$ cat src/rtl/cto_pkg.sv
// Shared constants, types and cosine table generation for the cosine table oscillator.
package cto_pkg;

    localparam int TABLE_SIZE  = 512;
    localparam int SAMPLE_BITS = 16;
    localparam int SAMPLE_OUT  = 16;
    localparam int PHASE_BITS  = 32;
    localparam int FREQ_BITS   = 32;
    localparam int PV_BITS     = 16;

    localparam int IDX_BITS    = $clog2(TABLE_SIZE);
    localparam int FRAC_BITS   = PHASE_BITS - IDX_BITS;
    localparam int ADDR_BITS   = $clog2(TABLE_SIZE + 1);
    localparam int QTR_BITS    = IDX_BITS - 2;
    localparam int QUARTER     = TABLE_SIZE / 4;
    localparam int MAG_BITS    = SAMPLE_BITS - 1;
    localparam int INC_SHIFT   = 12 + IDX_BITS;
    localparam int TERM_BITS   = SAMPLE_BITS + 2;
    localparam int PROD_BITS   = SAMPLE_BITS + FRAC_BITS + 2;
    localparam int OUT_SHR     = (SAMPLE_BITS >= SAMPLE_OUT) ? SAMPLE_BITS - SAMPLE_OUT : 0;
    localparam int OUT_SHL     = (SAMPLE_BITS < SAMPLE_OUT) ? SAMPLE_OUT - SAMPLE_BITS : 0;
    localparam int WIDE_BITS   = SAMPLE_BITS + SAMPLE_OUT;

    localparam int OUTQ_DEPTH  = 4;
    localparam int OUTQ_PTR    = $clog2(OUTQ_DEPTH);
    localparam int CREDIT_BITS = $clog2(OUTQ_DEPTH + 1);

    localparam logic [PHASE_BITS-1:0] STEPS_RESET = 32'd47721859;
    localparam logic [63:0]           PI_Q30      = 64'd3373259426;

    // item function codes
    localparam logic FUNC_SAMPLE    = 1'b0;
    localparam logic FUNC_SET_PHASE = 1'b1;

    // quadrants in which the table value is negated
    localparam logic [1:0] QUAD_SECOND = 2'd1;
    localparam logic [1:0] QUAD_THIRD  = 2'd2;

    typedef logic [QUARTER-1:0][MAG_BITS-1:0] t_quarter;

    typedef struct packed {
        logic                   we;
        logic [ADDR_BITS-1:0]   addr;
        logic [SAMPLE_BITS-1:0] data;
    } t_ram_wr;

    typedef struct packed {
        logic                 valid;
        logic [ADDR_BITS-1:0] addr_lo;
        logic [ADDR_BITS-1:0] addr_hi;
        logic [FRAC_BITS-1:0] frac;
    } t_lookup;

    // one Taylor step: divide by the term's factorial ratio
    function automatic logic [63:0] series_div(logic [63:0] x, int k, logic want_sin);
        logic [63:0] q;
        q = '0;
        if (want_sin) begin
            case (k)
                1:       q = x / 6;
                2:       q = x / 20;
                3:       q = x / 42;
                4:       q = x / 72;
                5:       q = x / 110;
                6:       q = x / 156;
                7:       q = x / 210;
                8:       q = x / 272;
                9:       q = x / 342;
                default: q = '0;
            endcase
        end else begin
            case (k)
                1:       q = x / 2;
                2:       q = x / 12;
                3:       q = x / 30;
                4:       q = x / 56;
                5:       q = x / 90;
                6:       q = x / 132;
                7:       q = x / 182;
                8:       q = x / 240;
                9:       q = x / 306;
                default: q = '0;
            endcase
        end
        return q;
    endfunction

    // Q30 series of cos or sin for an angle in the first quadrant
    function automatic logic [63:0] series(logic [63:0] theta, logic want_sin);
        logic [63:0]        t2;
        logic [63:0]        term;
        logic signed [63:0] sum;
        t2   = (theta * theta) >> 30;
        term = want_sin ? theta : (64'd1 << 30);
        sum  = signed'(term);
        for (int k = 1; k <= 9; k++) begin
            term = series_div((term * t2) >> 30, k, want_sin);
            if ((k & 1) != 0)
                sum = sum - signed'(term);
            else
                sum = sum + signed'(term);
        end
        return (sum < 0) ? 64'd0 : unsigned'(sum);
    endfunction

    // magnitudes for one quadrant, rounded half up and saturated
    function automatic t_quarter build_quarter(logic want_sin);
        t_quarter    q;
        logic [63:0] theta;
        logic [63:0] mag;
        logic [63:0] v;
        logic [63:0] maxv;
        maxv = (64'd1 << MAG_BITS) - 64'd1;
        for (int r = 0; r < QUARTER; r++) begin
            theta = (64'd2 * PI_Q30 * 64'(r)) / TABLE_SIZE;
            mag   = series(theta, want_sin);
            v     = ((mag << MAG_BITS) + (64'd1 << 29)) >> 30;
            if (v > maxv)
                v = maxv;
            q[r] = v[MAG_BITS-1:0];
        end
        return q;
    endfunction

    localparam t_quarter COS_QTR = build_quarter(1'b0);
    localparam t_quarter SIN_QTR = build_quarter(1'b1);

endpackage

$ cat src/rtl/cto_phase.sv
// Phase accumulator with registered increment multiplier and table address generation.
module cto_phase
    import cto_pkg::*;
(
    input  logic                  i_clk,
    input  logic                  i_rst_n,
    input  logic                  i_accept,
    input  logic                  i_func,
    input  logic [FREQ_BITS-1:0]  i_frequency,
    input  logic [PV_BITS-1:0]    i_phase_value,
    input  logic                  i_cfg_we,
    input  logic [PHASE_BITS-1:0] i_cfg_data,
    output t_lookup               o_lookup
);

    logic [PHASE_BITS-1:0]       r_acc;
    logic [PHASE_BITS-1:0]       r_inc;
    logic [PHASE_BITS-1:0]       r_steps;
    logic [PHASE_BITS-1:0]       cur;
    logic [PHASE_BITS-1:0]       n_acc;
    logic [PHASE_BITS-1:0]       n_inc;
    logic signed [FREQ_BITS+PHASE_BITS:0] prod;
    logic [IDX_BITS-1:0]         idx;
    logic                        take_sample;

    // the registered increment folds in on the next cycle; cur is the true phase
    assign cur         = r_acc + r_inc;
    assign take_sample = i_accept && (i_func == FUNC_SAMPLE);

    always_comb begin
        prod = (FREQ_BITS+PHASE_BITS+1)'($signed(i_frequency))
             * (FREQ_BITS+PHASE_BITS+1)'($signed({1'b0, r_steps}));
        n_acc = cur;
        n_inc = '0;
        if (i_accept && (i_func == FUNC_SET_PHASE)) begin
            n_acc = {i_phase_value, {(PHASE_BITS-PV_BITS){1'b0}}};
        end else if (take_sample) begin
            n_inc = prod[INC_SHIFT+PHASE_BITS-1:INC_SHIFT];
        end
    end

    always_ff @(posedge i_clk) begin
        if (!i_rst_n) begin
            r_acc   <= '0;
            r_inc   <= '0;
            r_steps <= STEPS_RESET;
        end else begin
            r_acc <= n_acc;
            r_inc <= n_inc;
            if (i_cfg_we)
                r_steps <= i_cfg_data;
        end
    end

    always_comb begin
        idx              = cur[PHASE_BITS-1:FRAC_BITS];
        o_lookup.valid   = take_sample;
        o_lookup.addr_lo = ADDR_BITS'(idx);
        o_lookup.addr_hi = ADDR_BITS'(idx) + 1'b1;
        o_lookup.frac    = cur[FRAC_BITS-1:0];
    end

endmodule

$ cat config.mk
export PLATFORM = sky130hd
export DESIGN_NAME = cto_phase
export DESIGN_NICKNAME = d
export VERILOG_FILES = /design/src/rtl/cto_pkg.sv /design/src/rtl/cto_phase.sv
export SDC_FILE = /design/constraint.sdc
export NUM_CORES = 2
export LEC_CHECK = 0
export BUFFER_PORTS_ARGS = -buffer_cell sky130_fd_sc_hd__buf_2
export CAP_MARGIN = 20
export CORE_UTILIZATION = 47
export DETAILED_ROUTE_END_ITERATION = 7
export HOLD_SLACK_MARGIN = 0.03
export PLACE_DENSITY = 0.66
export SYNTH_ARGS = -nofsm -noshare
export SYNTH_HDL_FRONTEND = slang
export SYNTH_SLANG_ARGS = --single-unit
export TNS_END_PERCENT = 5
$ cat constraint.sdc
create_clock -name i_clk -period 7.12 [get_ports i_clk]
set_clock_uncertainty 0.05 [all_clocks]
set_input_delay 0.712 -clock i_clk [delete_from_list [all_inputs] [get_ports i_clk]]
set_output_delay 0.712 -clock i_clk [all_outputs]
set_load 0.1 [all_outputs]
# --- Word level (Yosys, flattened, before mapping) ---
# Cells that the tools add are included.
# W data, S select, Z words.
op_classes:
  n_addsub: 2
  n_reduce_logical: 4
  bitwise: 3
  mul: 1
  muxes: 1
op_table:
  columns: ["operator", "n"]
  rows:
  - ["$mul A32 B33 Y53", 1]
  - ["$add A32 B32 Y32", 1]
  - ["$mux W32", 1]
  - ["$add A9 B1 Y10 const B", 1]
  - ["$not A1 Y1", 3]
  - ["$reduce_or A3 Y1", 1]
  - ["$logic_and A1 B1 Y1", 2]
  - ["$reduce_or A2 Y1", 1]
totals:
  register_bits: 96
  output_inout_bits: 44
  wordCells: 15

# --- Longest topological paths before layout ---
depth:
  word_depth: 4
  depth_mapped: 30
  ltp_nobuf: 28

# --- Worst setup path before layout ---
# Ideal clock, no wire load.
synth_path:
  path_kind: "in2reg"
  startpoint: "input i_frequency[8]"
  endpoint: "register r_inc[31]"
  setup_ns: 0.120
  stages: 24
  path_buffers: 1
  required_ns: 6.950
  arrival_ns: 7.104
  setup_slack_ns: -0.154
  path_cell_list: "clkbuf_1 -> nand2_1 -> fa_1 -> inv_1 -> fa_1 -> inv_1 -> fa_1 -> inv_1 -> fa_1 -> inv_1 -> fa_1 -> inv_1 -> fa_1 -> fa_1 -> fa_1 -> ha_1 -> a21oi_1 -> o2111ai_1 -> o2111ai_4 -> a211oi_1 -> o311a_1 -> o21ai_2 -> nand3_1 -> nor3b_2"
synth_between:
  elab_chain_cells: 1
synth_rtl:
  columns: ["element", "line_no", "source"]
  rows:
  - ["start, declared", "cto_phase.sv:9", "input logic [FREQ_BITS-1:0] i_frequency,"]
  - ["$mul A32 B33 Y53", "cto_phase.sv:32", "* (FREQ_BITS+PHASE_BITS+1)'($signed({1'b0, r_steps}));"]
  - ["end signal, assigned", "cto_phase.sv:49", "r_inc <= n_inc;"]
  - ["end, declared", "cto_phase.sv:17", "logic [PHASE_BITS-1:0] r_inc;"]
# No other way between the ends.
# A chain may end at the register's enable or synchronous reset.

# --- Final worst setup path ---
layout_path:
  startpoint: "input i_frequency[2]"
  endpoint: "register r_inc[31]"
# Same word-level chain as after synthesis.

==> impl_metrics.py <==
metrics = {
    "yosys": {
        "avgSynthCellArea_um2": 9.10,
        "syn_inst": 3808,
        "synth-edff-count": 0,
        "yosysTopAreaCell": "fa_1",
        "synth-seq-cells": 96,
        "synth_compound_area_frac": 0.0364,
        "synth_mux_area_frac": 0.00982,
        "ys_async_sr_fraction": 0,
        "synth_common_cells": "896 x inv_1, 846 x fa_1, 540 x and2_1",
        "syn_nets": 4989,
        "ys_seq_area_frac": 0.0555,
        "synth_ff_type": "dfxtp_1",
        "yosys.area_share.adder": 0.579,
        "synthXorXnorAreaFrac": 0.0207,
        "yosys-top-cells-area": "fa_1 49%, and2_1 9.8%, inv_1 9.7%",
        "syn_area_um2": 34600,
        "synth_cell_types": 77,
        "yosysWarnings": 0,
        "yosysMostFrequentCell": "inv_1",
        "synth_top_area_frac": 0.489,
        "yosys.area_share.simple": 0.178,
        "synth_top_family_by_area": "adder cells",
    },
    "timing": {
        "maxSlewHeadroom": 0.357,
        "finalSetupTns_ns": -0.237,
        "whs_ns": 0.474,
        "slew_viol_final": 0,
        "fmax_mhz": 138,
        "worst_pin_slew_ns": 0.965,
        "rsz0062_at_grt": "true",
        "finalHoldViolations": 0,
        "fin_crit_ns": 7.25,
        "setup_viol": 5,
        "worst_slack_ns": -0.126,
        "post-route-period-util": 1.02,
    },
    "critical_path": {
        "crit_type": "in -> reg",
        "reg2reg_depth": 27,
        "cp-end-kind": "register",
        "path_buf_inv": 7,
        "crit_cells": 27,
        "cp_common_cell": "fa_1",
        "cpMaxStageDelayCell": "fa_1",
        "slowest_delay_ns": 0.55,
        "r2r-end": "r_inc[31]$_SDFF_PP0_",
        "crit_family": "adder cells",
        "start_kind": "input pin",
        "path_max_fanout": 11,
        "worstPathArrival_ns": 7.47,
        "required_ns": 7.34,
        "rrSetupSlack_ns": -0.10,
        "reg2reg_from": "r_steps[11]$_SDFFE_PN1P_",
    },
    "grt": {
        "grt_pass1_vias": 26700,
        "gr-total-overflow": 0,
        "grt_pass1_wl_um": 142000,
        "grt_usage": 0.247,
        "antenna_found_initial": 3,
        "grt_max_degree": 33,
    },
    "cts": {
        "cts.sinks": 96,
        "clockBufferDepth": 2,
        "root_buffer": "clkbuf_16",
        "cts_inserted_buffers": 9,
        "cts_max_level": 3,
        "cts-hold-fix-buffers": 0,
        "cts_tree": "done",
        "clk_latency_ns": 0.41,
        "clk_pin_slew_ns": 0.09,
    },
    "hold_path": {
        "holdPathEnd": "r_steps[10]$_SDFFE_PN1P_",
        "hold_class": "in -> reg",
        "hp-start": "i_cfg_data[10]",
        "whs_path_depth": 3,
    },
    "place": {
        "gp_congestion": 0.901,
        "numPortBuffers": 127,
        "hpwl_um": 76100,
    },
    "final_layout": {
        "final_layout_size_suffix_gt1_frac": 0.127,
        "nets": 5200,
        "syn_to_final_growth_pct": 12.2,
        "post-route-util": 0.533,
    },
    "routing": {
        "firstDrtPassIters": 7,
        "drt_iter0_drc": 1131,
        "drc": 0,
        "routed_wl_um": 88200,
        "vias": 25000,
        "via_per_inst": 5.01,
        "antenna_left": 0,
        "wl_per_cell_um": 17.7,
    },
    "floorplan": {
        "die_w_um": 273,
        "initial_core_util": 0.475,
        "fp-row-count": 99,
        "fp.dieH_um": 273,
        "placeableCoreArea_um2": 73000,
        "die_area_um2": 74800,
        "io_pins": 129,
    },
    "status": {
        "violations": "negative setup slack",
        "outcome": "finished, violations left",
    },
    "job": {
        "drv_cap": 0,
    },
}
==> final cells by class <==
cell class / instances / area (µm²)
fill: 6659 / 34100
clock inverter: 7 / 65.1
antenna: 2 / 5.00
sequential: 96 / 1950
tap: 959 / 1200
timing repair buffer: 409 / 3270
inverter: 897 / 3370
clock buffer: 9 / 225
multi-input combinational: 2606 / 28800
==> what timing repair did <==
| action | 4_1_cts | 5_1_grt |
|---|---|---|
| pin swaps | 18 | 24 |
| buffers inserted | 5 | 3 |
| cloned | 0 | 2 |
| endpoints found under the setup margin | 26 | 27 |
| gates resized for setup | 52 | 34 |
==> tightest hold or removal path: cells and delay by family <==
family                 cells  cell delay, ns
AND/OR/NAND/NOR            1            0.06
buffers and inverters      1            0.07
multiplexers               1            0.06
==> worst max path at each step <==
| stage | endpoint | startpoint | slack, ns |
|---|---|---|---|
| after floorplan | r_inc[31]$_SDFF_PP0_ | i_frequency[13] | 0.005 |
| after global placement | r_inc[29]$_SDFF_PP0_ | i_frequency[2] | -0.61 |
| after detailed placement | r_inc[29]$_SDFF_PP0_ | i_frequency[7] | -0.72 |
| after CTS | r_inc[31]$_SDFF_PP0_ | i_frequency[2] | -0.08 |
| after global routing | r_inc[31]$_SDFF_PP0_ | r_steps[11]$_SDFFE_PN1P_ | -0.35 |
| final | r_inc[31]$_SDFF_PP0_ | i_frequency[2] | -0.13 |
==> stage by stage <==
| step | cell area, µm² | setup slack, ns | cells |
|---|---|---|---|
| 3_5_place_dp | 38200 | -0.722 | 4956 |
| 3_3_place_gp | 38200 | -0.613 | 4956 |
| 6_report | 38900 | -0.126 | 4985 |
| 2_1_floorplan | 34700 | 0.00486 | 3808 |
| 5_1_grt | 38900 | -0.348 | 4985 |
| 4_1_cts | 38600 | -0.0789 | 4977 |
==> cells by family (layout without fill, tap and decap cells) <==
group,after synthesis,in the layout
multiplexers,34,34
flip-flops,96,96
XOR/XNOR,80,80
adder cells (fa/ha/maj),1096,1096
buffers and inverters,1106,1322
AND/OR/NAND/NOR,1211,1211
AO/OA/AOI/OAI,184,184
other,1,3
==> metal layers <==
metal  up-vias  share of wire  wire (µm)  track usage
met1     12900           0.40      35700        0.313
met4         0          0.041       3640       0.0973
met3       136          0.039       3450       0.0259
met5         -              0          0            0
li1      11400              -          -            -
met2       519           0.51      45400        0.432
==> cells in the final DEF, fill, tap and decap left out, drive strengths merged, types with 3 or more instances in the layout <==
cell	count
a21o	13
nand2	478
a31oi	8
a21boi	4
nor2	92
fa	846
o21a	5
inv	900
xor2	13
buf	407
dfxtp	96
or3	3
nand2b	12
mux2i	34
nor2b	8
clkbuf	11
o31ai	4
and3	19
o211ai	4
or2	4
ha	250
o2111ai	4
nand4	11
nand3	18
o21bai	14
a211oi	7
xnor2	67
nor3	16
o21ai	35
and2	541
a21oi	70
==> sequential cells by signal (all words and copies together) (netlist names) <==
signal,count
r_inc,32
r_acc,32
r_steps,32
Power is left out: the tool's default activity adds up to more than one toggle a clock period on the data nets, which glitch-free logic cannot reach.
