[src/rtl/cto_pkg.sv]
// Shared constants, types and cosine table generation for the cosine table oscillator.
package cto_pkg;

    localparam int TABLE_SIZE  = 512;
    localparam int SAMPLE_BITS = 16;
    localparam int SAMPLE_OUT  = 16;
    localparam int PHASE_BITS  = 32;
    localparam int FREQ_BITS   = 32;
    localparam int PV_BITS     = 16;

    localparam int IDX_BITS    = $clog2(TABLE_SIZE);
    localparam int FRAC_BITS   = PHASE_BITS - IDX_BITS;
    localparam int ADDR_BITS   = $clog2(TABLE_SIZE + 1);
    localparam int QTR_BITS    = IDX_BITS - 2;
    localparam int QUARTER     = TABLE_SIZE / 4;
    localparam int MAG_BITS    = SAMPLE_BITS - 1;
    localparam int INC_SHIFT   = 12 + IDX_BITS;
    localparam int TERM_BITS   = SAMPLE_BITS + 2;
    localparam int PROD_BITS   = SAMPLE_BITS + FRAC_BITS + 2;
    localparam int OUT_SHR     = (SAMPLE_BITS >= SAMPLE_OUT) ? SAMPLE_BITS - SAMPLE_OUT : 0;
    localparam int OUT_SHL     = (SAMPLE_BITS < SAMPLE_OUT) ? SAMPLE_OUT - SAMPLE_BITS : 0;
    localparam int WIDE_BITS   = SAMPLE_BITS + SAMPLE_OUT;

    localparam int OUTQ_DEPTH  = 4;
    localparam int OUTQ_PTR    = $clog2(OUTQ_DEPTH);
    localparam int CREDIT_BITS = $clog2(OUTQ_DEPTH + 1);

    localparam logic [PHASE_BITS-1:0] STEPS_RESET = 32'd47721859;
    localparam logic [63:0]           PI_Q30      = 64'd3373259426;

    // item function codes
    localparam logic FUNC_SAMPLE    = 1'b0;
    localparam logic FUNC_SET_PHASE = 1'b1;

    // quadrants in which the table value is negated
    localparam logic [1:0] QUAD_SECOND = 2'd1;
    localparam logic [1:0] QUAD_THIRD  = 2'd2;

    typedef logic [QUARTER-1:0][MAG_BITS-1:0] t_quarter;

    typedef struct packed {
        logic                   we;
        logic [ADDR_BITS-1:0]   addr;
        logic [SAMPLE_BITS-1:0] data;
    } t_ram_wr;

    typedef struct packed {
        logic                 valid;
        logic [ADDR_BITS-1:0] addr_lo;
        logic [ADDR_BITS-1:0] addr_hi;
        logic [FRAC_BITS-1:0] frac;
    } t_lookup;

    // one Taylor step: divide by the term's factorial ratio
    function automatic logic [63:0] series_div(logic [63:0] x, int k, logic want_sin);
        logic [63:0] q;
        q = '0;
        if (want_sin) begin
            case (k)
                1:       q = x / 6;
                2:       q = x / 20;
                3:       q = x / 42;
                4:       q = x / 72;
                5:       q = x / 110;
                6:       q = x / 156;
                7:       q = x / 210;
                8:       q = x / 272;
                9:       q = x / 342;
                default: q = '0;
            endcase
        end else begin
            case (k)
                1:       q = x / 2;
                2:       q = x / 12;
                3:       q = x / 30;
                4:       q = x / 56;
                5:       q = x / 90;
                6:       q = x / 132;
                7:       q = x / 182;
                8:       q = x / 240;
                9:       q = x / 306;
                default: q = '0;
            endcase
        end
        return q;
    endfunction

    // Q30 series of cos or sin for an angle in the first quadrant
    function automatic logic [63:0] series(logic [63:0] theta, logic want_sin);
        logic [63:0]        t2;
        logic [63:0]        term;
        logic signed [63:0] sum;
        t2   = (theta * theta) >> 30;
        term = want_sin ? theta : (64'd1 << 30);
        sum  = signed'(term);
        for (int k = 1; k <= 9; k++) begin
            term = series_div((term * t2) >> 30, k, want_sin);
            if ((k & 1) != 0)
                sum = sum - signed'(term);
            else
                sum = sum + signed'(term);
        end
        return (sum < 0) ? 64'd0 : unsigned'(sum);
    endfunction

    // magnitudes for one quadrant, rounded half up and saturated
    function automatic t_quarter build_quarter(logic want_sin);
        t_quarter    q;
        logic [63:0] theta;
        logic [63:0] mag;
        logic [63:0] v;
        logic [63:0] maxv;
        maxv = (64'd1 << MAG_BITS) - 64'd1;
        for (int r = 0; r < QUARTER; r++) begin
            theta = (64'd2 * PI_Q30 * 64'(r)) / TABLE_SIZE;
            mag   = series(theta, want_sin);
            v     = ((mag << MAG_BITS) + (64'd1 << 29)) >> 30;
            if (v > maxv)
                v = maxv;
            q[r] = v[MAG_BITS-1:0];
        end
        return q;
    endfunction

    localparam t_quarter COS_QTR = build_quarter(1'b0);
    localparam t_quarter SIN_QTR = build_quarter(1'b1);

endpackage

[src/rtl/cto_interp.sv]
// Two-stage linear interpolation between adjacent table entries.
module cto_interp
    import cto_pkg::*;
(
    input  logic                   i_clk,
    input  logic                   i_rst_n,
    input  t_lookup                i_lookup,
    input  logic [SAMPLE_BITS-1:0] i_rdata_lo,
    input  logic [SAMPLE_BITS-1:0] i_rdata_hi,
    output logic                   o_valid,
    output logic [SAMPLE_OUT-1:0]  o_sample
);

    logic                         r_s1_valid;
    logic [FRAC_BITS-1:0]         r_s1_frac;
    logic                         r_s2_valid;
    logic signed [SAMPLE_BITS-1:0] r_s2_f1;
    logic signed [TERM_BITS-1:0]  r_s2_term;

    logic signed [SAMPLE_BITS:0]  diff;
    logic signed [PROD_BITS-1:0]  prod;
    logic signed [TERM_BITS-1:0]  y;
    logic signed [WIDE_BITS-1:0]  wide;

    always_comb begin
        diff = $signed({i_rdata_hi[SAMPLE_BITS-1], i_rdata_hi})
             - $signed({i_rdata_lo[SAMPLE_BITS-1], i_rdata_lo});
        prod = PROD_BITS'(diff) * PROD_BITS'($signed({1'b0, r_s1_frac}));
    end

    always_ff @(posedge i_clk) begin
        if (!i_rst_n) begin
            r_s1_valid <= 1'b0;
            r_s2_valid <= 1'b0;
        end else begin
            r_s1_valid <= i_lookup.valid;
            r_s2_valid <= r_s1_valid;
        end
        r_s1_frac <= i_lookup.frac;
        r_s2_f1   <= $signed(i_rdata_lo);
        // floor of the product by the fraction width: plain bit select
        r_s2_term <= prod[FRAC_BITS+TERM_BITS-1:FRAC_BITS];
    end

    always_comb begin
        y    = TERM_BITS'(r_s2_f1) + r_s2_term;
        wide = WIDE_BITS'(y) <<< OUT_SHL;
    end

    assign o_valid  = r_s2_valid;
    assign o_sample = wide[OUT_SHR+SAMPLE_OUT-1:OUT_SHR];

endmodule

[config.mk]
export PLATFORM = sky130hd
export DESIGN_NAME = cto_interp
export DESIGN_NICKNAME = d
export VERILOG_FILES = /design/src/rtl/cto_pkg.sv /design/src/rtl/cto_interp.sv
export SDC_FILE = /design/constraint.sdc
export NUM_CORES = 1
export LEC_CHECK = 0
export BUFFER_PORTS_ARGS = -buffer_cell sky130_fd_sc_hd__buf_2
export CAP_MARGIN = 20
export CELL_PAD_IN_SITES_DETAIL_PLACEMENT = 1
export CELL_PAD_IN_SITES_GLOBAL_PLACEMENT = 2
export CORE_MARGIN = 4
export CORE_UTILIZATION = 40
export DETAILED_ROUTE_END_ITERATION = 16
export HOLD_SLACK_MARGIN = 0.08
export PLACE_DENSITY_LB_ADDON = 0.1
export SLEW_MARGIN = 30
export SYNTH_ARGS = -nofsm -noshare
export SYNTH_HDL_FRONTEND = slang
export SYNTH_SLANG_ARGS = --single-unit
[constraint.sdc]
create_clock -name i_clk -period 9.7 [get_ports i_clk]
set_clock_uncertainty 0.2 [all_clocks]
set_input_delay 0 -clock i_clk [delete_from_list [all_inputs] [get_ports i_clk]]
set_output_delay 0 -clock i_clk [all_outputs]
set_load 0.01 [all_outputs]
; After elaboration in Yosys (flattened, before gate mapping)
; Cells that the tools add are included.
[classes]
n_addsub = 2
n_mul = 1
[op_table]
columns = op, n
row1 = $mul A17 B24 Y39, 1
row2 = $sub A16 B16 Y17, 1
row3 = $add A16 B16 Y16, 1
[totals]
ff_bits = 57
out_inout_bits = 17
word_cells = 8

; Depth between registers and ports, before layout
[depth]
depth_word = 2
mapped_depth = 35
ltp_nobuf = 34

; Least setup slack after synthesis
; No wires, ideal clock.
[synth_path]
kind = input -> register
start = input port i_rdata_hi[0]
end = register r_s2_term[8]
arrival_time_ps = 7418
setup_slack_ps = 2010
cell_stages = 32
path_cell_list = inv_1 -> ha_1 -> fa_1 -> and2b_1 -> o31ai_1 -> a2111oi_2 -> and3b_1 -> a211oi_2 -> a21oi_1 -> o21bai_2 -> xor2_2 -> buf_2 -> and2_1 -> fa_1 -> fa_1 -> fa_1 -> fa_1 -> fa_1 -> inv_1 -> fa_1 -> inv_1 -> ha_1 -> o21a_1 -> o2111ai_1 -> a21oi_1 -> o31a_1 -> o31ai_1 -> nand2_1 -> a21o_1 -> a21o_1 -> a21oi_1 -> xnor2_1
[synth_via]
elab_chain_len = 2
[synth_rtl]
columns = element, line
row1 = from (decl), cto_interp.sv:9  ; input logic [SAMPLE_BITS-1:0] i_rdata_hi,
row2 = $sub A16 B16 Y17, cto_interp.sv:27  ; - $signed({i_rdata_lo[SAMPLE_BITS-1], i_rdata_lo});
row3 = $mul A17 B24 Y39, cto_interp.sv:28  ; prod = PROD_BITS'(diff) * PROD_BITS'($signed({1'b0, r_s1_frac}));
row4 = net prod[31], cto_interp.sv:21  ; logic signed [PROD_BITS-1:0] prod;
row5 = to (signal assigned), cto_interp.sv:42  ; r_s2_term <= prod[FRAC_BITS+TERM_BITS-1:FRAC_BITS];
row6 = to (decl), cto_interp.sv:18  ; logic signed [TERM_BITS-1:0] r_s2_term;
; The timed path passes the listed nets, and every way through them passes these cells.
; A chain may end at the register's enable or synchronous reset.

; Final worst setup path
[layout_path]
start = input port i_rdata_lo[2]
end = register r_s2_term[8]
[layout_via]
elab_chain_len = 2
[layout_rtl]
columns = element, line
row1 = from (decl), cto_interp.sv:8  ; input logic [SAMPLE_BITS-1:0] i_rdata_lo,
row2 = $sub A16 B16 Y17, cto_interp.sv:27
row3 = $mul A17 B24 Y39, cto_interp.sv:28
row4 = net prod[31], cto_interp.sv:21
; The timed path passes the listed nets, and every way through them passes these cells.

==> reports/results.md <==
| Quantity | This run |
|---|---|
| Number of maximum-capacitance constraint violations | 0 |
| Met1 track demand over resource in global routing | 0.285 |
| Critical path fanouts, max | 11 |
| Maximum clock frequency | 109 MHz |
| Overall die area | 0.0398 mm² |
| Synthesized netlist cell count | 1635 |
| Via total after detailed routing | 10900 |
| Netlist Area Pre-Place | 0.0147 mm² |
| Net count after synthesis | 2184 |
| Type of the most critical hold path | in2reg |
| Met3 capacity usage during global routing | 0.0305 |
| Area growth, synth to finish | 13.8% |
| Run status | complete, no violations |
| Actual transition at the worst max-transition pin | 1.07 ns |
| Yosys top cell by area | sky130_fd_sc_hd__fa_1 |
| Number of antenna violations at the first check in global routing | 1 |
| Worst setup slack for register-to-register paths | 2.31 ns |
| Average detailed-routed wire length per instance | 19.2 µm |
| Core Region | 0.0358 mm² |
| Clock-pin slew on the worst setup and hold paths | 0.06 ns |
| Violation count after the first detailed-route iteration | 365 |
| Critical path's largest stage delay | 0.69 ns |
| Clock root cell | sky130_fd_sc_hd__clkbuf_16 |
| Hold buffer count at cts | 66 |
| Post-DP HPWL | 32900 µm |
| Post-CTS setup buffers | 0 |
| Main synth FF type | sky130_fd_sc_hd__dfxtp_1 |
| First drt pass iteration count | 4 |
| Routability cong. | 0.773 |
| Source-to-sink clock delay at the later pin of the worst-skew pair | 0.38 ns |
| Site Rows | 69 |
| Biggest area contributors in the synthesized netlist | sky130_fd_sc_hd__fa_1 (43%), sky130_fd_sc_hd__ha_1 (13%), sky130_fd_sc_hd__inv_1 (11%), sky130_fd_sc_hd__dfxtp_1 (7.8%), sky130_fd_sc_hd__nand2_1 (5.9%) |
| EDFF count, synth | 0 |
| Cell type group with the largest total delay on the critical path | adder cells |
| Width of the chip | 199 µm |
| Gates resized, CTS repair | 0 |
| Total wire length after detailed routing | 42600 µm |
| Endpoint kind of the worst setup timing path | flop |
| Post-synthesis sequential element count | 57 |
| Initial core utilization | 0.409 |
| Data arrival time of the critical path | 9.30 ns |
| Die boundary height | 199 µm |
| Synth cell types | 53 |
| Sequential cell area fraction in the yosys report | 0.0778 |
| Slowest library cell on the worst path | sky130_fd_sc_hd__xnor2_2 |
| ANT nets after route | 0 |
| Final #Nets | 2304 |
| Worst-case clock buffer depth | 2 |
| Clock tree from TritonCTS | done |
| Maximum number of pins on one net before global-route repair | 25 |
| Remaining Overflow, GRT | 0 |
| Period minus WS final | 9.21 ns |
| Port bufs | 74 |
| Data required time at the worst endpoint | 9.79 ns |
| Global-route met2 utilization | 0.422 |
| Max_slew headroom | 0.286 |
| Number of clock sinks | 57 |
| Number of buffers added by the clock tree synthesis step | 9 |
| Classification of the worst setup path | in2reg |
| Via count of the first global-routing pass | 12600 |
| Buffers and inverters on the worst path | 5 |
| Global-route layer with the greatest usage | met2 |
| Sort of element at the start of the critical path | primary input |
| Synth top area share | 0.430 |
| Synthesized area per cell | 8.97 µm² |
| Depth of the CTS H-tree | 3 |
| Global Route Usage Sum | 0.229 |
| Synthesis warning total | 0 |
| Share of cells above drive strength 1 | 0.0852 |
| CP most frequent cell | sky130_fd_sc_hd__fa_1 |
| Number of top-level design ports | 95 |
| Average vias per placed instance | 4.89 |
| Post-synth ARST share | 0 |
| First-pass GRT wire length | 69300 µm |
| Final cycle utilization of the critical path | 0.949 |
| Unrepaired setup endpoints after global routing | false |
| Post-route DRC violation count | 0 |
| Final setup fails | 0 |
| Total negative slack for setup checks | 0 ns |
| Max Transition Viols Final | 0 |
| Count of endpoints failing hold in the final timing report | 0 |
logic make-up (layout without fill, tap and decap cells):
kind of cell	count (synthesis)	in the layout	synth area share
DFF	57	57	0.0778
other	0	1	0
buffers and inverters	476	601	0.123
adders and majority gates	471	471	0.563
and+or+nand+nor	483	483	0.159
AOI/OAI and AO/OA	101	101	0.0468
xor gates and xnor gates	47	47	0.0301
layout by cell type (no fill, tap or decap), drive strengths merged, types with 11 or more instances in the layout:
cell type,instances
a21oi,34
nor3,13
ha,156
dfxtp,57
and2,110
buf,100
nor2b,49
o21ai,15
inv,419
clkbuf,11
fa,315
nand2,231
xnor2,36
dlygate4sd3,66
xor2,11
nor2,39
through the flow:
| stage | std cells | utilization | setup WS (ns) | hold slack [ns] | cell area [µm²] |
|---|---|---|---|---|---|
| floorplan | 1635 | - | 2.01 | -0.172 | 14700 |
| global placement | 2138 | 0.439 | 0.726 | -0.0966 | 15700 |
| detailed placement | 2139 | 0.440 | 0.627 | -0.0954 | 15800 |
| CTS | 2221 | 0.466 | 0.428 | 0.0808 | 16700 |
| global route | 2222 | 0.466 | 0.0160 | 0.0959 | 16700 |
| finish | 2222 | 0.466 | 0.492 | 0.0910 | 16700 |
area by class of cell:
class / count / area, µm²
antenna: 1 / 2.50
clock buffer: 11 / 243
clock inverter: 5 / 31.3
fill: 4204 / 19100
inverter: 419 / 1570
multi-input combinational: 1102 / 11900
sequential: 57 / 1140
tap: 461 / 577
timing repair buffer: 166 / 1250
worst register-to-register path, cell delays in order, from the launching register on:
cell and delay, ns:
sky130_fd_sc_hd__dfxtp_1 0.99, sky130_fd_sc_hd__nand2_1 0.19, sky130_fd_sc_hd__fa_1 0.58, sky130_fd_sc_hd__inv_1 0.06
sky130_fd_sc_hd__fa_1 0.54, sky130_fd_sc_hd__inv_1 0.05, sky130_fd_sc_hd__fa_1 0.50, sky130_fd_sc_hd__inv_1 0.06
sky130_fd_sc_hd__fa_1 0.44, sky130_fd_sc_hd__fa_1 0.51, sky130_fd_sc_hd__inv_1 0.05, sky130_fd_sc_hd__fa_1 0.49
sky130_fd_sc_hd__inv_1 0.05, sky130_fd_sc_hd__ha_1 0.35, sky130_fd_sc_hd__o21a_1 0.20, sky130_fd_sc_hd__o2111ai_1 0.17
sky130_fd_sc_hd__a21oi_1 0.07, sky130_fd_sc_hd__o31a_1 0.26, sky130_fd_sc_hd__o31ai_1 0.59, sky130_fd_sc_hd__nand2_1 0.20
sky130_fd_sc_hd__a21o_1 0.27, sky130_fd_sc_hd__a21o_1 0.21, sky130_fd_sc_hd__a21oi_1 0.17, sky130_fd_sc_hd__xnor2_1 0.13
routing by layer:
metal	routed length [µm]	vias up
met3	1300	53
met2	22200	123
met4	884	0
met1	18200	5659
met5	0	-
li1	-	5031
state kept, by name, summed over array words and instances (netlist names):
name,flops
r_s1_frac,23
r_s2_f1,16
r_s2_term,16
o_valid,1
r_s1_valid,1
worst paths after layout:
check,start,to,cells past startpoint
worst max register to register,r_s1_frac[16]$_DFF_P_,r_s2_term[8]$_DFF_P_,23
worst min register to register,r_s1_valid$_SDFF_PN0_,o_valid$_SDFF_PN0_,1
worst min-delay path,i_lookup[7],r_s1_frac[7]$_DFF_P_,2
worst max-delay path,i_rdata_lo[2],r_s2_term[8]$_DFF_P_,32
Yosys cell counts (8+ instances only):
library cell,n
sky130_fd_sc_hd__fa_1,315
sky130_fd_sc_hd__clkbuf_1,47
sky130_fd_sc_hd__a21oi_1,34
sky130_fd_sc_hd__ha_1,156
sky130_fd_sc_hd__or2_2,9
sky130_fd_sc_hd__and2_1,110
sky130_fd_sc_hd__a21o_1,10
sky130_fd_sc_hd__nor3_1,13
sky130_fd_sc_hd__nand2_1,231
sky130_fd_sc_hd__xnor2_1,33
sky130_fd_sc_hd__xor2_1,10
sky130_fd_sc_hd__nor2b_1,49
sky130_fd_sc_hd__inv_1,419
sky130_fd_sc_hd__buf_2,8
sky130_fd_sc_hd__o21ai_0,12
sky130_fd_sc_hd__nor2_1,38
sky130_fd_sc_hd__dfxtp_1,57
Power is left out: the tool's default activity adds up to more than one toggle a clock period on the data nets, which glitch-free logic cannot reach.
