==> src/rtl/cto_pkg.sv <==
// Shared constants, types and cosine table generation for the cosine table oscillator.
package cto_pkg;

    localparam int TABLE_SIZE  = 512;
    localparam int SAMPLE_BITS = 16;
    localparam int SAMPLE_OUT  = 16;
    localparam int PHASE_BITS  = 32;
    localparam int FREQ_BITS   = 32;
    localparam int PV_BITS     = 16;

    localparam int IDX_BITS    = $clog2(TABLE_SIZE);
    localparam int FRAC_BITS   = PHASE_BITS - IDX_BITS;
    localparam int ADDR_BITS   = $clog2(TABLE_SIZE + 1);
    localparam int QTR_BITS    = IDX_BITS - 2;
    localparam int QUARTER     = TABLE_SIZE / 4;
    localparam int MAG_BITS    = SAMPLE_BITS - 1;
    localparam int INC_SHIFT   = 12 + IDX_BITS;
    localparam int TERM_BITS   = SAMPLE_BITS + 2;
    localparam int PROD_BITS   = SAMPLE_BITS + FRAC_BITS + 2;
    localparam int OUT_SHR     = (SAMPLE_BITS >= SAMPLE_OUT) ? SAMPLE_BITS - SAMPLE_OUT : 0;
    localparam int OUT_SHL     = (SAMPLE_BITS < SAMPLE_OUT) ? SAMPLE_OUT - SAMPLE_BITS : 0;
    localparam int WIDE_BITS   = SAMPLE_BITS + SAMPLE_OUT;

    localparam int OUTQ_DEPTH  = 4;
    localparam int OUTQ_PTR    = $clog2(OUTQ_DEPTH);
    localparam int CREDIT_BITS = $clog2(OUTQ_DEPTH + 1);

    localparam logic [PHASE_BITS-1:0] STEPS_RESET = 32'd47721859;
    localparam logic [63:0]           PI_Q30      = 64'd3373259426;

    // item function codes
    localparam logic FUNC_SAMPLE    = 1'b0;
    localparam logic FUNC_SET_PHASE = 1'b1;

    // quadrants in which the table value is negated
    localparam logic [1:0] QUAD_SECOND = 2'd1;
    localparam logic [1:0] QUAD_THIRD  = 2'd2;

    typedef logic [QUARTER-1:0][MAG_BITS-1:0] t_quarter;

    typedef struct packed {
        logic                   we;
        logic [ADDR_BITS-1:0]   addr;
        logic [SAMPLE_BITS-1:0] data;
    } t_ram_wr;

    typedef struct packed {
        logic                 valid;
        logic [ADDR_BITS-1:0] addr_lo;
        logic [ADDR_BITS-1:0] addr_hi;
        logic [FRAC_BITS-1:0] frac;
    } t_lookup;

    // one Taylor step: divide by the term's factorial ratio
    function automatic logic [63:0] series_div(logic [63:0] x, int k, logic want_sin);
        logic [63:0] q;
        q = '0;
        if (want_sin) begin
            case (k)
                1:       q = x / 6;
                2:       q = x / 20;
                3:       q = x / 42;
                4:       q = x / 72;
                5:       q = x / 110;
                6:       q = x / 156;
                7:       q = x / 210;
                8:       q = x / 272;
                9:       q = x / 342;
                default: q = '0;
            endcase
        end else begin
            case (k)
                1:       q = x / 2;
                2:       q = x / 12;
                3:       q = x / 30;
                4:       q = x / 56;
                5:       q = x / 90;
                6:       q = x / 132;
                7:       q = x / 182;
                8:       q = x / 240;
                9:       q = x / 306;
                default: q = '0;
            endcase
        end
        return q;
    endfunction

    // Q30 series of cos or sin for an angle in the first quadrant
    function automatic logic [63:0] series(logic [63:0] theta, logic want_sin);
        logic [63:0]        t2;
        logic [63:0]        term;
        logic signed [63:0] sum;
        t2   = (theta * theta) >> 30;
        term = want_sin ? theta : (64'd1 << 30);
        sum  = signed'(term);
        for (int k = 1; k <= 9; k++) begin
            term = series_div((term * t2) >> 30, k, want_sin);
            if ((k & 1) != 0)
                sum = sum - signed'(term);
            else
                sum = sum + signed'(term);
        end
        return (sum < 0) ? 64'd0 : unsigned'(sum);
    endfunction

    // magnitudes for one quadrant, rounded half up and saturated
    function automatic t_quarter build_quarter(logic want_sin);
        t_quarter    q;
        logic [63:0] theta;
        logic [63:0] mag;
        logic [63:0] v;
        logic [63:0] maxv;
        maxv = (64'd1 << MAG_BITS) - 64'd1;
        for (int r = 0; r < QUARTER; r++) begin
            theta = (64'd2 * PI_Q30 * 64'(r)) / TABLE_SIZE;
            mag   = series(theta, want_sin);
            v     = ((mag << MAG_BITS) + (64'd1 << 29)) >> 30;
            if (v > maxv)
                v = maxv;
            q[r] = v[MAG_BITS-1:0];
        end
        return q;
    endfunction

    localparam t_quarter COS_QTR = build_quarter(1'b0);
    localparam t_quarter SIN_QTR = build_quarter(1'b1);

endpackage

==> src/rtl/cto_outq.sv <==
// Output queue with credit count covering samples still in the pipeline.
module cto_outq
    import cto_pkg::*;
(
    input  logic                  i_clk,
    input  logic                  i_rst_n,
    input  logic                  i_reserve,
    input  logic                  i_wr,
    input  logic [SAMPLE_OUT-1:0] i_wdata,
    input  logic                  i_stall,
    output logic                  o_full,
    output logic                  o_valid,
    output logic [SAMPLE_OUT-1:0] o_sample
);

    logic [SAMPLE_OUT-1:0]  r_mem [OUTQ_DEPTH];
    logic [OUTQ_PTR-1:0]    r_wr_ptr;
    logic [OUTQ_PTR-1:0]    r_rd_ptr;
    logic [CREDIT_BITS-1:0] r_count;
    logic [CREDIT_BITS-1:0] r_credit;
    logic                   pop;

    assign o_valid  = (r_count != '0);
    assign o_sample = r_mem[r_rd_ptr];
    assign pop      = o_valid && !i_stall;
    // credit spans accepted samples not yet taken, so the queue never overflows
    assign o_full   = (r_credit == CREDIT_BITS'(OUTQ_DEPTH));

    always_ff @(posedge i_clk) begin
        if (!i_rst_n) begin
            r_wr_ptr <= '0;
            r_rd_ptr <= '0;
            r_count  <= '0;
            r_credit <= '0;
        end else begin
            if (i_wr)
                r_wr_ptr <= r_wr_ptr + 1'b1;
            if (pop)
                r_rd_ptr <= r_rd_ptr + 1'b1;
            r_count  <= r_count + CREDIT_BITS'(i_wr) - CREDIT_BITS'(pop);
            r_credit <= r_credit + CREDIT_BITS'(i_reserve) - CREDIT_BITS'(pop);
        end
        if (i_wr)
            r_mem[r_wr_ptr] <= i_wdata;
    end

endmodule

==> config.mk <==
export PLATFORM = sky130hd
export DESIGN_NAME = cto_outq
export DESIGN_NICKNAME = d
export VERILOG_FILES = /design/src/rtl/cto_pkg.sv /design/src/rtl/cto_outq.sv
export SDC_FILE = /design/constraint.sdc
export NUM_CORES = 1
export LEC_CHECK = 0
export BUFFER_PORTS_ARGS = -buffer_cell sky130_fd_sc_hd__buf_4
export CORE_ASPECT_RATIO = 0.6
export CORE_MARGIN = 2
export CORE_UTILIZATION = 40
export CTS_CLUSTER_DIAMETER = 100
export DETAILED_ROUTE_END_ITERATION = 10
export PLACE_DENSITY_LB_ADDON = 0.08
export SETUP_SLACK_MARGIN = 0.15
export SLEW_MARGIN = 25
export SYNTH_ARGS = -nofsm -noshare
export SYNTH_HDL_FRONTEND = slang
export SYNTH_SLANG_ARGS = --single-unit
==> constraint.sdc <==
create_clock -name i_clk -period 3.8 [get_ports i_clk]
set_input_delay 0.76 -clock i_clk [delete_from_list [all_inputs] [get_ports i_clk]]
set_output_delay 0.76 -clock i_clk [all_outputs]
set_load 0.01 [all_outputs]
======== Word level (Yosys, flattened, before mapping) ========
Memories as Yosys holds them, arrays and structs flattened. A register that Yosys moved wholly into a read port is not among the register bits.
Index checks and enable logic that the tools add are counted.
word-level totals
  output and inout port bits .............. 18
  word-level logic and storage cells ...... 19
  bits in writable memories ............... 64
  memories kept ........................... 1
  flip-flop bits (word level) ............. 10
  input bits .............................. 21
memory list
  memory  words  bits a word  rd ports  clocked after Yosys merged registers in  write ports  RTL line        text
  r_mem   4      16           1         1                                        1            cto_outq.sv:16  logic [SAMPLE_OUT-1:0] r_mem [OUTQ_DEPTH];
operators by class
  reductions and logical operators ........ 3
  add/sub/neg operators ................... 6
  multiplexer cells ....................... 4
  equal/unequal tests ..................... 1
operator list
  kind                                          count
  adder 3 x 1 -> 3 bit                          2
  subtractor 3 x 1 -> 3 bit                     2
  adder 2 x 1 -> 2 bit (second input constant)  2
  two-way mux 2 bit                             2
  equality test 3 bit (second input constant)   1
  nonzero test 3 bit                            1
  two-way mux 1 bit                             2
  logical AND 1 bit                             1
  zero test 1 bit                               1

======== Longest topological paths before layout ========
Gate-level depths: netlist of run 1.
  depth after elaboration ................. 4
  mapped depth ............................ 9
  depth with buffers taken out ............ 9

======== Worst setup path after synthesis of run 1 ========
OpenSTA, ideal clock, no wires.
  path kind ............................... input -> register
  start ................................... input port i_stall
  end ..................................... register r_credit[2]
  slack ................................... 1.637 ns
  library setup time ...................... 0.115 ns
  stages on the path ...................... 8
  arrival ................................. 2.048 ns
  data required time ...................... 3.685 ns
  path buffers ............................ 0
  path through ............................ nor2_1 > ha_1 > inv_1 > ha_1 > fa_1 > xnor2_1 > xnor2_1 > and2_1
between the ends
  cells in the longest elaborated chain, start to end .. 3
ends and longest elaborated chain
  item                       RTL line        text
  start: declaration         cto_outq.sv:10  input logic i_stall,
  zero test 1 bit            cto_outq.sv:25  assign pop = o_valid && !i_stall;
  logical AND 1 bit          cto_outq.sv:25
  subtractor 3 x 1 -> 3 bit  cto_outq.sv:41  r_credit <= r_credit + CREDIT_BITS'(i_reserve) - CREDIT_BITS'(pop);
  end signal: assignment     cto_outq.sv:41
  end: declaration           cto_outq.sv:20  logic [CREDIT_BITS-1:0] r_credit;
No other way between the ends.
A chain may end at the register's enable or synchronous reset.

==> results of run 1 <==
-- power breakdown --
group | internal (W) | switching [W] | leakage (nW)
Combinational | 0.000258 | 0.000207 | 0.480
Clock | 0.000574 | 0.000304 | 0.150
Sequential | 0.000977 | 0.0000474 | 0.687
-- worst min-delay path, delay by kind of cell (launching register included) --
family           cells  cell delay [ps]
and+or+nand+nor      1               60
muxes                1               80
DFF                  1              310
-- how the worst max path moves through the flow --
stage | start | endpoint | slack [ps] | cells after the start
after CTS | register | o_sample[15] | 850 | 3
after floorplan | i_stall | r_credit[2] | 1640 | 8
final | register | o_sample[15] | 940 | 3
after detailed placement | register | o_sample[15] | 1200 | 3
after global routing | register | o_sample[15] | 780 | 3
after global placement | register | o_sample[15] | 1260 | 3
-- kinds of logic after synthesis --
group                    count (synthesis)
flip-flops                              76
AND/OR/NAND/NOR                         19
multiplexers                            18
buffers and inverters                   16
adder cells (fa/ha/maj)                 10
XOR/XNOR                                 5
AO/OA/AOI/OAI                            3
-- metal layers --
layer | part of all wire | up-vias | wire [um]
met2 | 0.48 | 34 | 2370
met5 | 0 | - | 0
met3 | 0.052 | 2 | 256
met1 | 0.46 | 723 | 2300
met4 | 0.0055 | 0 | 27
li1 | - | 661 | -
-- area by class of cell --
cell class / instances / area (sq um) / area share
well taps: 104 / 130 / 0.0355
clock inverters: 6 / 88.8 / 0.0242
clock buffers: 10 / 229 / 0.0625
flip-flops and latches: 76 / 2160 / 0.590
repair buffers: 39 / 293 / 0.0799
multi-input cells: 55 / 721 / 0.197
inverters: 11 / 41.3 / 0.0113
-- registers in the layout, indices dropped and copies added (netlist names), named ones only --
register,cells
r_wr_ptr,2
r_mem,64
r_credit,3
r_rd_ptr,2
r_count,3
-- per-stage QoR --
stage / std cells / setup slack [ps] / total power, W / util / cell area (sq um)
after CTS: 301 / 855 / 0.00241 / 0.506 / 3660
after global routing: 301 / 780 / 0.00250 / 0.506 / 3660
after floorplan: 147 / 1640 / 0.00135 / - / 2970
after detailed placement: 285 / 1200 / 0.00152 / 0.462 / 3350
after global placement: 285 / 1260 / 0.00149 / 0.462 / 3350
final: 301 / 940 / 0.00237 / 0.506 / 3660
-- cell usage in the layout (no fill, tap or decap), types with 2 or more instances in the layout --
cell type,instances
mux2i_1,2
ha_1,8
fa_1,2
bufinv_16,2
edfxtp_1,64
xnor2_1,4
dfxtp_1,12
a21boi_0,2
clkbuf_16,9
clkinv_4,2
mux4_2,10
and2_1,11
inv_1,11
buf_4,39
mux4_1,6
==> impl_metrics.tcl, run 1 <==
set metrics [dict create \
    synth_fa_ha_area_frac 0.0472 \
    synth-seq-cells 76 \
    ctsResizeCount 0 \
    num_rows 24 \
    core-area_sq_um 7240 \
    timing.final.crit_share 0.753 \
    dp_hpwl_um 3290 \
    grt.busiest_layer "met2" \
    cts_buffers 9 \
    postCtsSetupRepairBufs 0 \
    finClkSkew_ps 5.28 \
    cp.arrival_ps 2100 \
    n_fill_cell 591 \
    worstPathCellList "buf_4 -> mux4_1 -> buf_4" \
    critPathLaunchType "register" \
    clock_path_buffers 2 \
    hold_ws_ps 507 \
    drt-wirelength-per-cell_um 16.4 \
    n_antenna_cell 0 \
    syn_inst 147 \
    initial_core_util 0.410 \
    max_freq_ghz 0.350 \
    firstDrtPassIters 4 \
    drive_gt1_frac 0.320 \
    hp-start "r_rd_ptr[1]" \
    cpPeakStageDelay_ps 710 \
    power_leakage_nw 1.32 \
    cap_violations 0 \
    synthXorXnorAreaFrac 0.0147 \
    slew_violations 0 \
    hold_depth 2 \
    final_antenna_net_count 0 \
    synth_compound_area_frac 0.00674 \
    grt_max_degree 17 \
    rr_worst_depth 9 \
    synthMostInstantiatedCell "edfxtp_1" \
    synthTopCellsByArea "edfxtp_1 65%, dfxtp_1 8.1%, mux4_2 7.6%" \
    grt_setup_unrepaired "false" \
    worstReg2RegEnd "r_count[2]" \
    grt_usage 0.139 \
    crit_type "register to output pin" \
    num-nets-final 223 \
    die_h_um 70.7 \
    clkLatencyLatePin_ps 330 \
    via_count 1420 \
    grt_util_met3 0.0600 \
    die_x_um 115 \
    synth-simple-area-share 0.0383 \
    cts.htree.levels 3 \
    routed_wirelength_um 4950 \
    postCtsHoldBufs 0 \
    yosysUniqueCellTypes 25 \
    grt_pass1_vias 1550 \
    grt-ovfl-total 0 \
    met2_usage 0.210 \
    path_buf_inv 2 \
    peakVddDrop_v 0.000222 \
    power.density_nw_per_um2 646 \
    synth_common_cells "64 x edfxtp_1, 12 x dfxtp_1, 11 x and2_1, 11 x inv_1, 10 x mux4_2" \
    syn-cell-area_sq_um 2970 \
    ys_seq_area_frac 0.728 \
    boundaryPins 39 \
    tightest_slew_ps 945 \
    synth_edf_count 64 \
    cts_tree "built" \
    cts.root.buffer_cell "clkbuf_16" \
    yosysWarnings 0 \
    finalHoldViolCount 0 \
    yosys-mux-area-fraction 0.136 \
    setup_tns_ps 0 \
    slowest_stage "dfxtp_1" \
    drc_errors 0 \
    cts.sinks 76 \
    numPortBuffers 38 \
    synth_nets 178 \
    yosys.area.top_type "edfxtp_1" \
    synth_top_family_by_area "multiplexers" \
    dieArea_sq_um 8150 \
    critical_path.most_common_cell "buf_4" \
    path_clk_slew_ps 50 \
    met1_usage 0.183 \
    setup_viol 0 \
    slew_headroom 0.370 \
    period_minus_slack_ps 2860 \
    grt_antenna_before_repair 0 \
    grt_pass1_wl_um 8060 \
    vias_per_cell 4.72 \
    synthArstFlopShare 0 \
    drt_iter0_markers 69 \
    ys.flop_type "edfxtp_1" \
    outcome "finished, final reports clean" \
    hp-class "register to register" \
    endpoint_kind "output pin" \
    cp.required_ps 3040 \
    globalplace.congestion 0.683 \
    crit_fanout 10 \
    cpLargestDelayFamily "flip-flops" \
    r2r_start "r_count[0]" \
    r2r_slack_ps 1420 \
    syn_to_final_growth_pct 23.4 \
    netlist.area_leader.share 0.647 \
    syn_avg_cell_area_sq_um 20.2 \
]
No activity file was read; power rests on OpenSTA's default activity.
==> run 2: changes to the inputs <==
clock period = 2.5 ns   (was 3.8 ns; I/O delays follow)
==> run 2 against run 1 <==
Compared with the run above: global-route usage is 0.61 points lower; power is 44% higher; largest cell class unchanged; first-iteration DRC count is 7.2% lower; design area hardly changed; count of clock-buffer cells in the layout stayed put; worst setup slack worse by 680 ps; routed wire length is 1.2% lower; critical endpoint unchanged.
==> impl_metrics.tcl, run 2 (synthesis gave the netlist of run 1 again) <==
set metrics [dict create \
    endpoint_kind "output pin" \
    final_antenna_net_count 0 \
    cts_tree "built" \
    outcome "finished, final reports clean" \
    cts.sinks 76 \
    timing.final.crit_share 0.898 \
    firstDrtPassIters 4 \
    top_register "r_mem" \
    slew_violations 0 \
    grt_pass1_vias 1483 \
    core-area_sq_um 7240 \
    grt-ovfl-total 0 \
    globalplace.congestion 0.712 \
    num_rows 24 \
    power_leakage_nw 1.32 \
    dieArea_sq_um 8150 \
    postCtsSetupRepairBufs 0 \
    syn_to_final_growth_pct 23.3 \
    finalPower_w 0.00341 \
    slew_headroom 0.625 \
    power.density_nw_per_um2 932 \
    die_x_um 115 \
    place_ws_ps 377 \
    crit_type "register to output pin" \
    grt_setup_unrepaired "false" \
    die_h_um 70.7 \
    drt_iter0_markers 64 \
    numPortBuffers 38 \
    routed_wirelength_um 4890 \
    cp.arrival_ps 1740 \
    top_regs "r_mem: 64 flops, r_count: 3 flops, r_credit: 3 flops" \
    grt_usage 0.133 \
    largest_reg_flops 64 \
    postCtsHoldBufs 0 \
    worstPathCellList "buf_4 -> mux4_1 -> buf_4" \
    clkLatencyLatePin_ps 320 \
    critPathLaunchType "register" \
    drt-wirelength-per-cell_um 15.9 \
    slowest_stage "mux4_1" \
    vias_per_cell 4.65 \
    max_freq_ghz 0.446 \
    fin_util 0.506 \
    grt_max_degree 17 \
    tightest_slew_ps 563 \
    drc_errors 0 \
    cts.htree.levels 3 \
    cts.root.buffer_cell "clkbuf_16" \
    critical_path.most_common_cell "buf_4" \
    grt_pass1_wl_um 7700 \
    final_common_cell "edfxtp_1" \
    ctsResizeCount 0 \
    final_cell_mix "64 x edfxtp_1, 45 x buf_4, 12 x dfxtp_1, 11 x inv_1, 11 x and2_1" \
    via_count 1429 \
    grt_antenna_before_repair 0 \
    initial_core_util 0.410 \
    hold_depth 1 \
    setup_tns_ps 0 \
    cap_violations 0 \
    boundaryPins 39 \
    postLayoutSetupSlackWorst_ps 256 \
    peakVddDrop_v 0.000373 \
    period_minus_slack_ps 2240 \
    r2r_slack_ps 400 \
    drive_gt1_frac 0.345 \
    cts_buffers 9 \
    crit_fanout 16 \
    finalHoldViolCount 0 \
    clock_path_buffers 2 \
    n_antenna_cell 0 \
    dp_hpwl_um 3250 \
    cp.required_ps 2000 \
    cpPeakStageDelay_ps 640 \
    setup_viol 0 \
    rr_worst_depth 9 \
    path_clk_slew_ps 60 \
    n_fill_cell 618 \
    finClkSkew_ps 3.99 \
    hold_ws_ps 373 \
    hp-class "input port to register" \
    num-nets-final 229 \
]
[run 2: cell count changes in the layout (fill, tap and decap cells not counted), sizes merged]
cell	previous run	this run
buf	39	45
bufinv	2	0
clkinvlp	1	3
[run 2: worst max-delay path: cells and delay by family, from the launching register on]
family | cells | cell delay [ps]
multiplexers | 1 | 640
buffers and inverters | 2 | 470
flip-flops | 1 | 300
[run 2: power by group]
| group | total (W) | internal (W) | switching, W |
|---|---|---|---|
| clock | 0.00113 | 0.000668 | 0.000462 |
| combinational | 0.000763 | 0.000413 | 0.000351 |
| sequential | 0.00152 | 0.00148 | 0.0000362 |
| total | 0.00341 | 0.00257 | 0.000849 |
[run 2: cell type report]
class	instances	area [sq um]	share of cell area
multi-input cells	55	721	0.197
clock buffers	10	229	0.0625
repair buffers	45	338	0.0922
clock inverters	6	41.3	0.0113
inverters	11	41.3	0.0113
well taps	104	130	0.0355
flip-flops and latches	76	2160	0.590
[run 2: path summary, 6_finish.rpt]
kind,startpoint,end
setup reg to reg,r_count[0],r_count[2]
hold reg to reg,r_rd_ptr[1],register
hold / removal,i_wdata[12],r_mem[1][12]
setup / recovery,register,o_sample[15]
[run 2: routing by layer]
layer,wire length (um),vias up,track usage,part of all wire
met5,0,-,0,0
met4,71,0,0.0482,0.015
met3,252,5,0.0574,0.052
met2,2390,36,0.208,0.49
met1,2170,720,0.167,0.44
li1,-,668,-,-
[run 2: per-stage QoR]
stage          instance area [sq um]  std cells
3_3_place_gp                    3390        291
2_1_floorplan                   2970        147
6_report                        3660        307
4_1_cts                         3660        307
5_1_grt                         3660        307
3_5_place_dp                    3390        291
